$ cat src/rmvs_pkg.sv
// Shared types and constants for the running mean/variance statistics block.
// No dependencies; imported by every module under src except rmvs_ram.
`timescale 1ns / 1ps
`default_nettype none

package rmvs_pkg;

    // Default number of per-channel accumulators
    localparam int NumChannelsDef = 16;

    // Field widths
    localparam int ChW    = 4;
    localparam int SmpW   = 16;
    localparam int CntW   = 24;
    localparam int SumW   = 40;
    localparam int SqW    = 55;
    localparam int VarW   = 32;
    localparam int StdW   = 16;
    localparam int AccW   = CntW + SumW + SqW;

    // Arithmetic widths in the back end
    localparam int ProdW  = 80;
    localparam int DivW   = 48;
    localparam int StepW  = 7;

    localparam logic [CntW-1:0] CountMax = {CntW{1'b1}};

    // Queue between front and back
    localparam int QDepth = 2;

    // One accumulator update handed from the front to the back
    typedef struct packed {
        logic                   ok;      // channel present
        logic                   sat;     // count was full, sample dropped
        logic [CntW-1:0]        count;
        logic signed [SumW-1:0] sum;
        logic [SqW-1:0]         sumsq;
    } t_job;

    // Front state machine
    typedef enum logic [2:0] {
        F_CLEAR  = 3'b001,
        F_IDLE   = 3'b010,
        F_UPDATE = 3'b100
    } t_front_state;

    // Back sequencer
    typedef enum logic [7:0] {
        B_IDLE = 8'b0000_0001,
        B_DIVM = 8'b0000_0010,
        B_MULA = 8'b0000_0100,
        B_MULB = 8'b0000_1000,
        B_MULD = 8'b0001_0000,
        B_DIVV = 8'b0010_0000,
        B_SQRT = 8'b0100_0000,
        B_DONE = 8'b1000_0000
    } t_back_state;

endpackage

`default_nettype wire

$ cat src/running_mean_variance_stats.sv
// Top level of the per-channel running mean / variance / std-dev block.
// Depends on rmvs_pkg, rmvs_front, rmvs_fifo, rmvs_back (and rmvs_ram).
//
//   channel   direction  handshake           payload
//   sample    in         i_valid / o_stall   i_channel, i_sample
//   result    out        o_valid / i_stall   o_count, o_mean, o_variance,
//                                            o_std_dev, o_variance_valid, o_saturated
//
// The front reads a sample's accumulator from RAM, then writes the update back; o_stall
// is high until that is done, and longer while the queue is full. The back pops a job,
// runs the mean divide, three shift-add multiplies, the variance divide and the
// root, then holds the result on i_stall; a count below two stops after the mean
// divide and a missing channel goes straight to the result. The back sets the rate.
// After reset a clearing pass zeroes the accumulators; o_stall is high during it.
// A two-entry queue lets the front run ahead while a result waits on i_stall.
`timescale 1ns / 1ps
`default_nettype none

module running_mean_variance_stats import rmvs_pkg::*; #(
    parameter int NUM_CHANNELS = NumChannelsDef
) (
    input  wire logic                   i_clk,
    input  wire logic                   i_rst_n,
    input  wire logic                   i_valid,
    output logic                        o_stall,
    input  wire logic [ChW-1:0]         i_channel,
    input  wire logic signed [SmpW-1:0] i_sample,
    output logic                        o_valid,
    input  wire logic                   i_stall,
    output logic [CntW-1:0]             o_count,
    output logic signed [SmpW-1:0]      o_mean,
    output logic [VarW-1:0]             o_variance,
    output logic [StdW-1:0]             o_std_dev,
    output logic                        o_variance_valid,
    output logic                        o_saturated
);
    t_job push_job, pop_job;
    logic push, full, pop, empty;

    rmvs_front #(
        .NUM_CHANNELS (NUM_CHANNELS)
    ) u_front (
        .i_clk     (i_clk),
        .i_rst_n   (i_rst_n),
        .i_valid   (i_valid),
        .o_stall   (o_stall),
        .i_channel (i_channel),
        .i_sample  (i_sample),
        .o_push    (push),
        .o_job     (push_job),
        .i_full    (full)
    );

    rmvs_fifo u_fifo (
        .i_clk   (i_clk),
        .i_rst_n (i_rst_n),
        .i_push  (push),
        .i_job   (push_job),
        .o_full  (full),
        .i_pop   (pop),
        .o_job   (pop_job),
        .o_empty (empty)
    );

    rmvs_back u_back (
        .i_clk            (i_clk),
        .i_rst_n          (i_rst_n),
        .i_job            (pop_job),
        .i_empty          (empty),
        .o_pop            (pop),
        .o_valid          (o_valid),
        .i_stall          (i_stall),
        .o_count          (o_count),
        .o_mean           (o_mean),
        .o_variance       (o_variance),
        .o_std_dev        (o_std_dev),
        .o_variance_valid (o_variance_valid),
        .o_saturated      (o_saturated)
    );

endmodule

`default_nettype wire

$ cat src/rmvs_ram.sv
// Generic single-write, single-read RAM with registered read data.
// No dependencies.
`timescale 1ns / 1ps
`default_nettype none

module rmvs_ram #(
    parameter int WIDTH = 8,
    parameter int DEPTH = 16,
    localparam int AW = (DEPTH > 1) ? $clog2(DEPTH) : 1
) (
    input  wire logic                   i_clk,
    input  wire logic                   i_we,
    input  wire logic [AW-1:0]          i_waddr,
    input  wire logic [WIDTH-1:0]       i_wdata,
    input  wire logic                   i_re,
    input  wire logic [AW-1:0]          i_raddr,
    output logic      [WIDTH-1:0]       o_rdata
);
    logic [WIDTH-1:0] r_mem [DEPTH];

    // Write port
    always_ff @(posedge i_clk) begin
        if (i_we) begin
            r_mem[i_waddr] <= i_wdata;
        end
    end

    // Registered read port
    always_ff @(posedge i_clk) begin
        if (i_re) begin
            o_rdata <= r_mem[i_raddr];
        end
    end

endmodule

`default_nettype wire

$ cat src/rmvs_front.sv
// Front end: accepts samples, clears and updates the per-channel accumulators.
// Depends on rmvs_pkg and rmvs_ram.
`timescale 1ns / 1ps
`default_nettype none

module rmvs_front import rmvs_pkg::*; #(
    parameter int NUM_CHANNELS = NumChannelsDef
) (
    input  wire logic                   i_clk,
    input  wire logic                   i_rst_n,
    input  wire logic                   i_valid,
    output logic                        o_stall,
    input  wire logic [ChW-1:0]         i_channel,
    input  wire logic signed [SmpW-1:0] i_sample,
    output logic                        o_push,
    output t_job                        o_job,
    input  wire logic                   i_full
);
    localparam int AW = (NUM_CHANNELS > 1) ? $clog2(NUM_CHANNELS) : 1;
    localparam logic [AW-1:0] LastAddr = AW'(NUM_CHANNELS - 1);

    t_front_state r_state, n_state;
    logic [AW-1:0] r_clr_addr;
    logic [AW-1:0] r_addr;
    logic          r_ok;
    logic signed [SmpW-1:0] r_sample;

    logic          accept;
    logic          ram_we;
    logic [AW-1:0] ram_waddr;
    logic [AccW-1:0] ram_wdata, ram_rdata;

    logic [CntW-1:0]        rd_cnt, cnt_nx;
    logic signed [SumW-1:0] rd_sum, sum_nx;
    logic [SqW-1:0]         rd_sq, sq_nx;
    logic signed [2*SmpW-1:0] smp_sq;
    logic                   sat;

    assign o_stall = (r_state != F_IDLE);
    assign accept  = i_valid && (r_state == F_IDLE);

    // Accumulator update
    assign {rd_cnt, rd_sum, rd_sq} = ram_rdata;
    assign sat    = (rd_cnt == CountMax);
    assign smp_sq = r_sample * r_sample;
    assign cnt_nx = sat ? rd_cnt : rd_cnt + 1'b1;
    assign sum_nx = sat ? rd_sum : rd_sum + SumW'(r_sample);
    assign sq_nx  = sat ? rd_sq  : rd_sq + SqW'($unsigned(smp_sq));

    // Job toward the queue; zero record for a missing channel
    always_comb begin
        o_job.ok    = r_ok;
        o_job.sat   = r_ok && sat;
        o_job.count = r_ok ? cnt_nx : '0;
        o_job.sum   = r_ok ? sum_nx : '0;
        o_job.sumsq = r_ok ? sq_nx  : '0;
    end
    assign o_push = (r_state == F_UPDATE) && !i_full;

    // RAM write: clearing pass or update
    always_comb begin
        ram_we    = 1'b0;
        ram_waddr = r_addr;
        ram_wdata = {cnt_nx, sum_nx, sq_nx};
        if (r_state == F_CLEAR) begin
            ram_we    = 1'b1;
            ram_waddr = r_clr_addr;
            ram_wdata = '0;
        end else if (o_push && r_ok && !sat) begin
            ram_we = 1'b1;
        end
    end

    // Next state
    always_comb begin
        n_state = r_state;
        case (r_state)
            F_CLEAR:  if (r_clr_addr == LastAddr) n_state = F_IDLE;
            F_IDLE:   if (accept) n_state = F_UPDATE;
            F_UPDATE: if (!i_full) n_state = F_IDLE;
            default:  n_state = F_CLEAR;
        endcase
    end

    always_ff @(posedge i_clk) begin
        if (!i_rst_n) begin
            r_state    <= F_CLEAR;
            r_clr_addr <= '0;
        end else begin
            r_state <= n_state;
            if (r_state == F_CLEAR) begin
                r_clr_addr <= r_clr_addr + 1'b1;
            end
        end
    end

    // Captured transfer
    always_ff @(posedge i_clk) begin
        if (accept) begin
            r_addr   <= AW'(i_channel);
            r_ok     <= (32'(i_channel) < NUM_CHANNELS);
            r_sample <= i_sample;
        end
    end

    rmvs_ram #(
        .WIDTH (AccW),
        .DEPTH (NUM_CHANNELS)
    ) u_acc_ram (
        .i_clk   (i_clk),
        .i_we    (ram_we),
        .i_waddr (ram_waddr),
        .i_wdata (ram_wdata),
        .i_re    (accept),
        .i_raddr (AW'(i_channel)),
        .o_rdata (ram_rdata)
    );

endmodule

`default_nettype wire

$ cat src/rmvs_fifo.sv
// Short job queue between the front end and the back end.
// Depends on rmvs_pkg.
`timescale 1ns / 1ps
`default_nettype none

module rmvs_fifo import rmvs_pkg::*; (
    input  wire logic i_clk,
    input  wire logic i_rst_n,
    input  wire logic i_push,
    input  wire t_job i_job,
    output logic      o_full,
    input  wire logic i_pop,
    output t_job      o_job,
    output logic      o_empty
);
    localparam int QAW = (QDepth > 1) ? $clog2(QDepth) : 1;
    localparam logic [QAW:0]   Full = (QAW+1)'(QDepth);
    localparam logic [QAW-1:0] Last = QAW'(QDepth - 1);

    t_job           r_mem [QDepth];
    logic [QAW-1:0] r_wptr, r_rptr;
    logic [QAW:0]   r_cnt;

    assign o_full  = (r_cnt == Full);
    assign o_empty = (r_cnt == '0);
    assign o_job   = r_mem[r_rptr];

    // Storage
    always_ff @(posedge i_clk) begin
        if (i_push) begin
            r_mem[r_wptr] <= i_job;
        end
    end

    // Pointers and fill count
    always_ff @(posedge i_clk) begin
        if (!i_rst_n) begin
            r_wptr <= '0;
            r_rptr <= '0;
            r_cnt  <= '0;
        end else begin
            if (i_push) r_wptr <= (r_wptr == Last) ? '0 : r_wptr + 1'b1;
            if (i_pop)  r_rptr <= (r_rptr == Last) ? '0 : r_rptr + 1'b1;
            if (i_push && !i_pop)      r_cnt <= r_cnt + 1'b1;
            else if (i_pop && !i_push) r_cnt <= r_cnt - 1'b1;
        end
    end

    a_no_overflow: assert property (@(posedge i_clk) disable iff (!i_rst_n)
        !(i_push && o_full)) else $error("queue push while full");
    a_no_underflow: assert property (@(posedge i_clk) disable iff (!i_rst_n)
        !(i_pop && o_empty)) else $error("queue pop while empty");

endmodule

`default_nettype wire

$ cat src/rmvs_back.sv
// Back end: mean, variance and standard deviation from one accumulator snapshot.
// Shift-add multiplier, restoring divider and bitwise root, one bit per cycle.
// Depends on rmvs_pkg.
`timescale 1ns / 1ps
`default_nettype none

module rmvs_back import rmvs_pkg::*; (
    input  wire logic               i_clk,
    input  wire logic               i_rst_n,
    input  wire t_job               i_job,
    input  wire logic               i_empty,
    output logic                    o_pop,
    output logic                    o_valid,
    input  wire logic               i_stall,
    output logic [CntW-1:0]         o_count,
    output logic signed [SmpW-1:0]  o_mean,
    output logic [VarW-1:0]         o_variance,
    output logic [StdW-1:0]         o_std_dev,
    output logic                    o_variance_valid,
    output logic                    o_saturated
);
    t_back_state r_state;
    logic [StepW-1:0] r_cnt;

    // Job operands
    logic [CntW-1:0]  r_n;
    logic [SumW-1:0]  r_mag;
    logic             r_neg;
    logic [SqW-1:0]   r_sumsq;

    // Multiplier
    logic [ProdW-1:0] r_ma, r_prod, prod_nx;
    logic [SumW-1:0]  r_mb;
    logic [ProdW-1:0] r_a, r_b;

    // Divider
    logic [ProdW-1:0] r_dnum;
    logic [DivW-1:0]  r_rem;
    logic [DivW:0]    rem_sh, rem_nx;
    logic [DivW-1:0]  r_dd;
    logic [VarW:0]    r_q, q_nx;
    logic             r_over, over_nx, div_ge;

    // Square root
    logic [VarW-1:0]  r_x, r_res, r_bit, res_nx;
    logic [VarW:0]    rb;
    logic             sq_ge;

    logic [SumW-1:0]  job_mag;
    logic             last;

    assign job_mag = i_job.sum[SumW-1] ? SumW'(-i_job.sum) : SumW'(i_job.sum);
    assign last    = (r_cnt == StepW'(1));
    assign o_pop   = (r_state == B_IDLE) && !i_empty;
    assign o_valid = (r_state == B_DONE);

    // One shift-add step
    assign prod_nx = r_prod + (r_mb[0] ? r_ma : '0);

    // One restoring-division step
    assign rem_sh  = {r_rem, r_dnum[ProdW-1]};
    assign div_ge  = (rem_sh >= {1'b0, r_dd});
    assign rem_nx  = div_ge ? rem_sh - {1'b0, r_dd} : rem_sh;
    assign q_nx    = {r_q[VarW-1:0], div_ge};
    assign over_nx = r_over | r_q[VarW];

    // One square-root step
    assign rb     = {1'b0, r_res} + {1'b0, r_bit};
    assign sq_ge  = ({1'b0, r_x} >= rb);
    assign res_nx = sq_ge ? (r_res >> 1) + r_bit : (r_res >> 1);

    // Control
    always_ff @(posedge i_clk) begin
        if (!i_rst_n) begin
            r_state <= B_IDLE;
        end else begin
            case (r_state)
                B_IDLE: if (!i_empty) r_state <= i_job.ok ? B_DIVM : B_DONE;
                B_DIVM: if (last) r_state <= (r_n < CntW'(2)) ? B_DONE : B_MULA;
                B_MULA: if (last) r_state <= B_MULB;
                B_MULB: if (last) r_state <= B_MULD;
                B_MULD: if (last) r_state <= B_DIVV;
                B_DIVV: if (last) r_state <= B_SQRT;
                B_SQRT: if (last) r_state <= B_DONE;
                B_DONE: if (!i_stall) r_state <= B_IDLE;
                default: r_state <= B_IDLE;
            endcase
        end
    end

    // Datapath
    always_ff @(posedge i_clk) begin
        case (r_state)
            B_IDLE: begin
                r_n              <= i_job.count;
                r_mag            <= job_mag;
                r_neg            <= i_job.sum[SumW-1];
                r_sumsq          <= i_job.sumsq;
                o_count          <= i_job.count;
                o_saturated      <= i_job.sat;
                o_mean           <= '0;
                o_variance       <= '0;
                o_std_dev        <= '0;
                o_variance_valid <= i_job.ok && (i_job.count >= CntW'(2));
                r_dnum           <= {job_mag, (ProdW-SumW)'(0)};
                r_rem            <= '0;
                r_q              <= '0;
                r_over           <= 1'b0;
                r_dd             <= DivW'(i_job.count);
                r_cnt            <= StepW'(SumW);
            end
            B_DIVM: begin
                r_dnum <= r_dnum << 1;
                r_rem  <= rem_nx[DivW-1:0];
                r_q    <= q_nx;
                r_cnt  <= r_cnt - 1'b1;
                if (last) begin
                    o_mean <= r_neg ? -$signed(q_nx[SmpW-1:0]) : $signed(q_nx[SmpW-1:0]);
                    r_ma   <= ProdW'(r_sumsq);
                    r_mb   <= SumW'(r_n);
                    r_prod <= '0;
                    r_cnt  <= StepW'(CntW);
                end
            end
            B_MULA, B_MULB, B_MULD: begin
                r_prod <= prod_nx;
                r_ma   <= r_ma << 1;
                r_mb   <= r_mb >> 1;
                r_cnt  <= r_cnt - 1'b1;
                if (last) begin
                    r_prod <= '0;
                    if (r_state == B_MULA) begin
                        r_a   <= prod_nx;
                        r_ma  <= ProdW'(r_mag);
                        r_mb  <= r_mag;
                        r_cnt <= StepW'(SumW);
                    end else if (r_state == B_MULB) begin
                        r_b   <= prod_nx;
                        r_ma  <= ProdW'(r_n);
                        r_mb  <= SumW'(r_n - 1'b1);
                        r_cnt <= StepW'(CntW);
                    end else begin
                        // n*(n-1) divisor, clamped numerator n*sumsq - sum^2
                        r_dd   <= prod_nx[DivW-1:0];
                        r_dnum <= (r_a >= r_b) ? r_a - r_b : '0;
                        r_rem  <= '0;
                        r_q    <= '0;
                        r_over <= 1'b0;
                        r_cnt  <= StepW'(ProdW);
                    end
                end
            end
            B_DIVV: begin
                r_dnum <= r_dnum << 1;
                r_rem  <= rem_nx[DivW-1:0];
                r_q    <= q_nx;
                r_over <= over_nx;
                r_cnt  <= r_cnt - 1'b1;
                if (last) begin
                    o_variance <= (over_nx || q_nx[VarW]) ? '1 : q_nx[VarW-1:0];
                    r_x        <= (over_nx || q_nx[VarW]) ? '1 : q_nx[VarW-1:0];
                    r_res      <= '0;
                    r_bit      <= VarW'(1) << (VarW - 2);
                    r_cnt      <= StepW'(VarW / 2);
                end
            end
            B_SQRT: begin
                if (sq_ge) r_x <= r_x - rb[VarW-1:0];
                r_res <= res_nx;
                r_bit <= r_bit >> 2;
                r_cnt <= r_cnt - 1'b1;
                if (last) o_std_dev <= res_nx[StdW-1:0];
            end
            default: ;
        endcase
    end

    a_vv_count: assert property (@(posedge i_clk) disable iff (!i_rst_n)
        o_valid && o_variance_valid |-> o_count >= CntW'(2))
        else $error("variance marked valid with fewer than two samples");
    a_sat_count: assert property (@(posedge i_clk) disable iff (!i_rst_n)
        o_valid && o_saturated |-> o_count == CountMax)
        else $error("saturated flag without a full count");
    a_root: assert property (@(posedge i_clk) disable iff (!i_rst_n)
        o_valid |-> (VarW'(o_std_dev) * VarW'(o_std_dev)) <= o_variance)
        else $error("standard deviation squared exceeds variance");

endmodule

`default_nettype wire
$ cat config.mk
export PLATFORM = sky130hd
export DESIGN_NAME = running_mean_variance_stats
export DESIGN_NICKNAME = d
export VERILOG_FILES = /design/src/rmvs_pkg.sv /design/src/running_mean_variance_stats.sv /design/src/rmvs_ram.sv /design/src/rmvs_front.sv /design/src/rmvs_fifo.sv /design/src/rmvs_back.sv
export SDC_FILE = /design/constraint.sdc
export NUM_CORES = 2
export LEC_CHECK = 0
export BUFFER_PORTS_ARGS = -buffer_cell sky130_fd_sc_hd__buf_2
export CORE_ASPECT_RATIO = 1.25
export CORE_MARGIN = 5
export CORE_UTILIZATION = 55
export DETAILED_ROUTE_END_ITERATION = 6
export GPL_ROUTABILITY_DRIVEN = 0
export HOLD_SLACK_MARGIN = 0.1
export PLACE_DENSITY_LB_ADDON = 0.05
export SYNTH_ARGS = -nofsm -noshare
export SYNTH_HDL_FRONTEND = slang
export SYNTH_SLANG_ARGS = --single-unit
export TNS_END_PERCENT = 30
$ cat constraint.sdc
create_clock -name i_clk -period 24.5 [get_ports i_clk]
set_input_delay 4.9 -clock i_clk [delete_from_list [all_inputs] [get_ports i_clk]]
set_output_delay 4.9 -clock i_clk [all_outputs]
set_load 0.1 [all_outputs]
==> impl_results.md <==
* Layout filler cell count at roughly 20000
* Yosys reg bits at 3146
* Root buffer cell: sky130_fd_sc_hd__clkbuf_16
* Gate Count Post-Synth at 10050
* Number of synthesized flops with an enable pin at 3126
* Core Area at about 270000 sq um
* R2R Path End: u_front.u_acc_ram.r_mem[9][54]
* Top cells by area, synth: sky130_fd_sc_hd__edfxtp_1 63%, sky130_fd_sc_hd__mux4_2 9.0%, sky130_fd_sc_hd__ha_1 3.7%
* Via count of the first global-routing pass at 89882
* Run status: finished, final reports clean
* Number of H-tree levels at 5
* Post-synthesis instance area at 149500 sq um
* Reported leakage power at between 50 and 60 nW
* Max-slew violation count at 0
* Leading cell type by number of instances after synthesis: sky130_fd_sc_hd__edfxtp_1
* Number of nets in the synthesized netlist at 10757
* HPWL after detailed placement at around 260 mm
* DR pass1 iterations at 6
* HP Class: reg2reg
* Height of the chip at slightly below 600 um
* Top Usage Layer GRT: met2
* Initial antenna violation count at 31
* Number of clock sinks seen by CTS at 3146
* Met2 routing resource usage after global routing at 48.05%
* Maximum fanout along the worst path at 16
* Power density normalized to cell area at 84.94 nW/um^2
* Crit path buf inv count at 5
* Fmax at 93.58 MHz
* Final hold violation count at 0
* Max transition margin at 12.50%
* Cells on Worst Hold Path at 2
* Util after Layout at 60.59%
* Final min period at 10.69 ns
* Clock-pin slew reported for the worst setup and hold paths after clock tree synthesis at 0.06 ns
* Count of final setup violators at 0
* Final clock period utilization by the worst path at 43.62%
* Met3 Resource Use GR at 4.271%
* Wire length per cell after detailed routing at 29.11 um
* Global Route Usage Sum at 28.50%
* Die width at 476.3 um
* Final Net Count at 10904
* Drc violations at 0
* Num ports at 116
* Crit. path cell count at 34
* End point of the most critical hold path: u_back.r_ma[41]
* Worst Hold Launch: u_back.r_sumsq[41]
* Synth Area per Inst at 14.88 sq um
* Clk Latency, worst-skew pair at 0.91 ns
* Quantity of hold-fixing buffers added after cts at 0
* Top_reg_cell synth: sky130_fd_sc_hd__edfxtp_1
* Largest stage delay on the critical path at 0.80 ns
* Transition time of the tightest slew-check pin at around 1.3 ns
* Cell with the most instances on the worst path: sky130_fd_sc_hd__fa_1
* Setup slack, reg-to-reg at approximately 14 ns
* Bufs on Longest Clock Path at 4
* Worst hold slack after final layout at roughly 0.53 ns
* Avg Vias per Cell at 6.329
* Area growth from synthesis to final layout at 9.926%
* Final Routed Wirelength at 408.0 mm
* Worst EP arrival at 11.31 ns
* Vias at 88711
* Violation count after the first detailed-routing iteration at roughly 9000
* Buffer count from post-CTS setup fixing at 0
* Post-CTS sizing at 0
* Origin of the critical flop-to-flop path: u_front.r_sample[3]
* Met1 demand-to-capacity share in global routing at between 30% and 40%
* Residual overflow from global routing at 0
* Placed cell count at roughly 13000
* Floorplan die area at 282400 sq um
* Worst R2R Path Depth at 34
* Total CTS buffers at 322
* Pin count of the biggest net entering global routing at 177
* Non-filler instance count after layout at 14017
* Maximum Capacitance Violations at 0
* Top cells by count, synth: 3126 x sky130_fd_sc_hd__edfxtp_1, 666 x sky130_fd_sc_hd__nand2_1, 620 x sky130_fd_sc_hd__inv_1, 595 x sky130_fd_sc_hd__mux4_2, 589 x sky130_fd_sc_hd__nor2_1
* Sequential area share after synthesis at 63.06%
* Global-route wire length before repair at 598.4 mm
* Critical path launch point type: register
* Delay-heaviest family, CP: adder cells
* Final clock skew at 0.08141 ns
* Path type of the worst setup path: reg2reg
* Portion of synthesized cell area occupied by the leading cell type at 62.79%
* Worst EP required at 25.12 ns
* Number of antenna-violating nets in the routed design at 0
* Max stage delay cell, worst path: sky130_fd_sc_hd__o21ai_2
* Row cnt at 214
* Async set-or-reset flop fraction in the synthesized netlist at 0%
* Initial Utilization at 55.12%
* Unrepaired setup endpoints after global routing: false
* Peak VDD IR at 0.06769 mV
* Post-synthesis cell type with the largest combined area: sky130_fd_sc_hd__edfxtp_1
* Count of warnings emitted by yosys at 0
* Crit path capture type: register
* Clock tree from TritonCTS: built
* Fraction of layout instances using a drive strength above 1 at 14.61%
* IO buf count at around 120
* Synth cell types at 106
* Summed negative setup slack over all endpoints at 0 ns
==> layout by cell type (no fill, tap or decap), types with 26 or more instances in the layout <==
master | netlist | routed
sky130_fd_sc_hd__clkinv_2 | 0 | 61
sky130_fd_sc_hd__clkinv_1 | 1 | 84
sky130_fd_sc_hd__ha_1 | 441 | 441
sky130_fd_sc_hd__a22oi_1 | 87 | 87
sky130_fd_sc_hd__nand2_1 | 666 | 661
sky130_fd_sc_hd__buf_4 | 3 | 152
sky130_fd_sc_hd__clkbuf_1 | 341 | 44
sky130_fd_sc_hd__o21bai_1 | 70 | 70
sky130_fd_sc_hd__edfxtp_1 | 3126 | 3126
sky130_fd_sc_hd__xnor2_1 | 286 | 286
sky130_fd_sc_hd__nor2b_1 | 65 | 64
sky130_fd_sc_hd__inv_1 | 620 | 617
sky130_fd_sc_hd__a211oi_1 | 43 | 43
sky130_fd_sc_hd__o22ai_1 | 26 | 26
sky130_fd_sc_hd__a31oi_1 | 59 | 58
sky130_fd_sc_hd__nand3_1 | 112 | 112
sky130_fd_sc_hd__nor3_1 | 79 | 78
sky130_fd_sc_hd__o31ai_1 | 30 | 30
sky130_fd_sc_hd__buf_2 | 29 | 111
sky130_fd_sc_hd__nand4_1 | 92 | 92
sky130_fd_sc_hd__xor2_1 | 218 | 218
sky130_fd_sc_hd__a21o_1 | 192 | 191
sky130_fd_sc_hd__and3_1 | 121 | 121
sky130_fd_sc_hd__o21ai_0 | 338 | 329
sky130_fd_sc_hd__mux2i_1 | 38 | 38
sky130_fd_sc_hd__clkbuf_16 | 0 | 331
sky130_fd_sc_hd__and2_1 | 297 | 295
sky130_fd_sc_hd__mux4_2 | 595 | 595
sky130_fd_sc_hd__or3_1 | 26 | 26
sky130_fd_sc_hd__o21ai_1 | 40 | 45
sky130_fd_sc_hd__mux2_2 | 85 | 85
sky130_fd_sc_hd__fa_1 | 242 | 242
sky130_fd_sc_hd__a21oi_1 | 518 | 515
sky130_fd_sc_hd__o21a_1 | 52 | 52
sky130_fd_sc_hd__nand2b_1 | 73 | 72
sky130_fd_sc_hd__nor2_1 | 589 | 565
==> tightest hold or removal path, delay by kind of cell (launching register included) <==
kind	cells	cell delay, ns
DFF	1	0.33
AOI/OAI and AO/OA	1	0.06
and+or+nand+nor	1	0.05
==> how the worst max path moves through the flow <==
stage                         from                               to  slack (ns)
3_3_place_gp   u_front.r_sample[3]  u_front.u_acc_ram.r_mem[10][44]       14.11
6_report       u_front.r_sample[3]   u_front.u_acc_ram.r_mem[9][54]       13.81
5_1_grt        u_front.r_sample[3]   u_front.u_acc_ram.r_mem[9][54]       13.30
3_5_place_dp   u_front.r_sample[3]  u_front.u_acc_ram.r_mem[10][54]       13.91
2_1_floorplan      u_back.r_cnt[3]                   u_back.r_ma[0]        7.99
4_1_cts        u_front.r_sample[3]   u_front.u_acc_ram.r_mem[0][54]       13.90
==> per-stage QoR <==
stage / total power [mW] / instance area (sq um) / worst slack (ns)
floorplan: 8.557 / 149500 / 7.988
global placement: 9.291 / 154300 / 14.11
detailed placement: 9.325 / 154300 / 13.91
CTS: 14.05 / 164300 / 13.90
global route: 14.46 / 164300 / 13.30
finish: 13.96 / 164300 / 13.81
==> state kept, by name (all words and copies together) (netlist names), 24 cells and up, named ones only <==
name                       cells
u_front.u_acc_ram.r_mem     1904
u_back.r_ma                   80
u_back.r_dnum                 80
u_back.r_b                    80
u_back.r_res                  32
u_back.r_prod                 80
u_back.r_dd                   48
u_back.r_sumsq                55
u_back.r_q                    33
u_back.r_a                    80
u_front.u_acc_ram.o_rdata    119
u_back.r_mb                   40
u_fifo.r_mem                 240
u_back.r_x                    32
u_back.r_n                    24
u_back.o_variance             32
u_back.r_mag                  40
u_back.r_rem                  48
==> per-layer routing <==
layer	up-vias	wire (um)
met5	-	100
met4	14	17600
met3	757	28910
met2	3545	201000
met1	45975	160400
li1	38420	-
==> report_power, final <==
group / switching [mW] / leakage, nW / internal, mW
registers: 0.262 / 27.8 / 6.43
logic: 1.84 / 24.2 / 0.687
clock network: 2.06 / 4.90 / 2.69
total: 4.16 / 56.9 / 9.80
==> final cells by class <==
class                   count  area [sq um]  share of cell area, %
diodes                     12         30.03                0.01827
multi-input cells        5832         51410                  31.28
clock buffers             375          8448                  5.141
well taps                3564          4459                  2.714
clock inverters           193          1519                 0.9243
flip-flops and latches   3146         94270                  57.37
repair buffers            272          1856                  1.129
inverters                 623          2344                  1.426
==> cell families (layout without fill, tap and decap cells) <==
group                      count (synthesis)  count (layout)  synth area share [%]
DFF                                     3146            3146                 63.06
and+or+nand+nor                         2224            2224                 7.149
AOI/OAI and AO/OA                       1703            1703                 7.300
buffers and inverters                   1072            1463                 2.750
muxes                                    718             718                 9.858
adders and majority gates                683             683                 6.932
xor gates and xnor gates                 504             504                 2.953
other                                      0              12                     0
(Power assumes the default switching activity.)
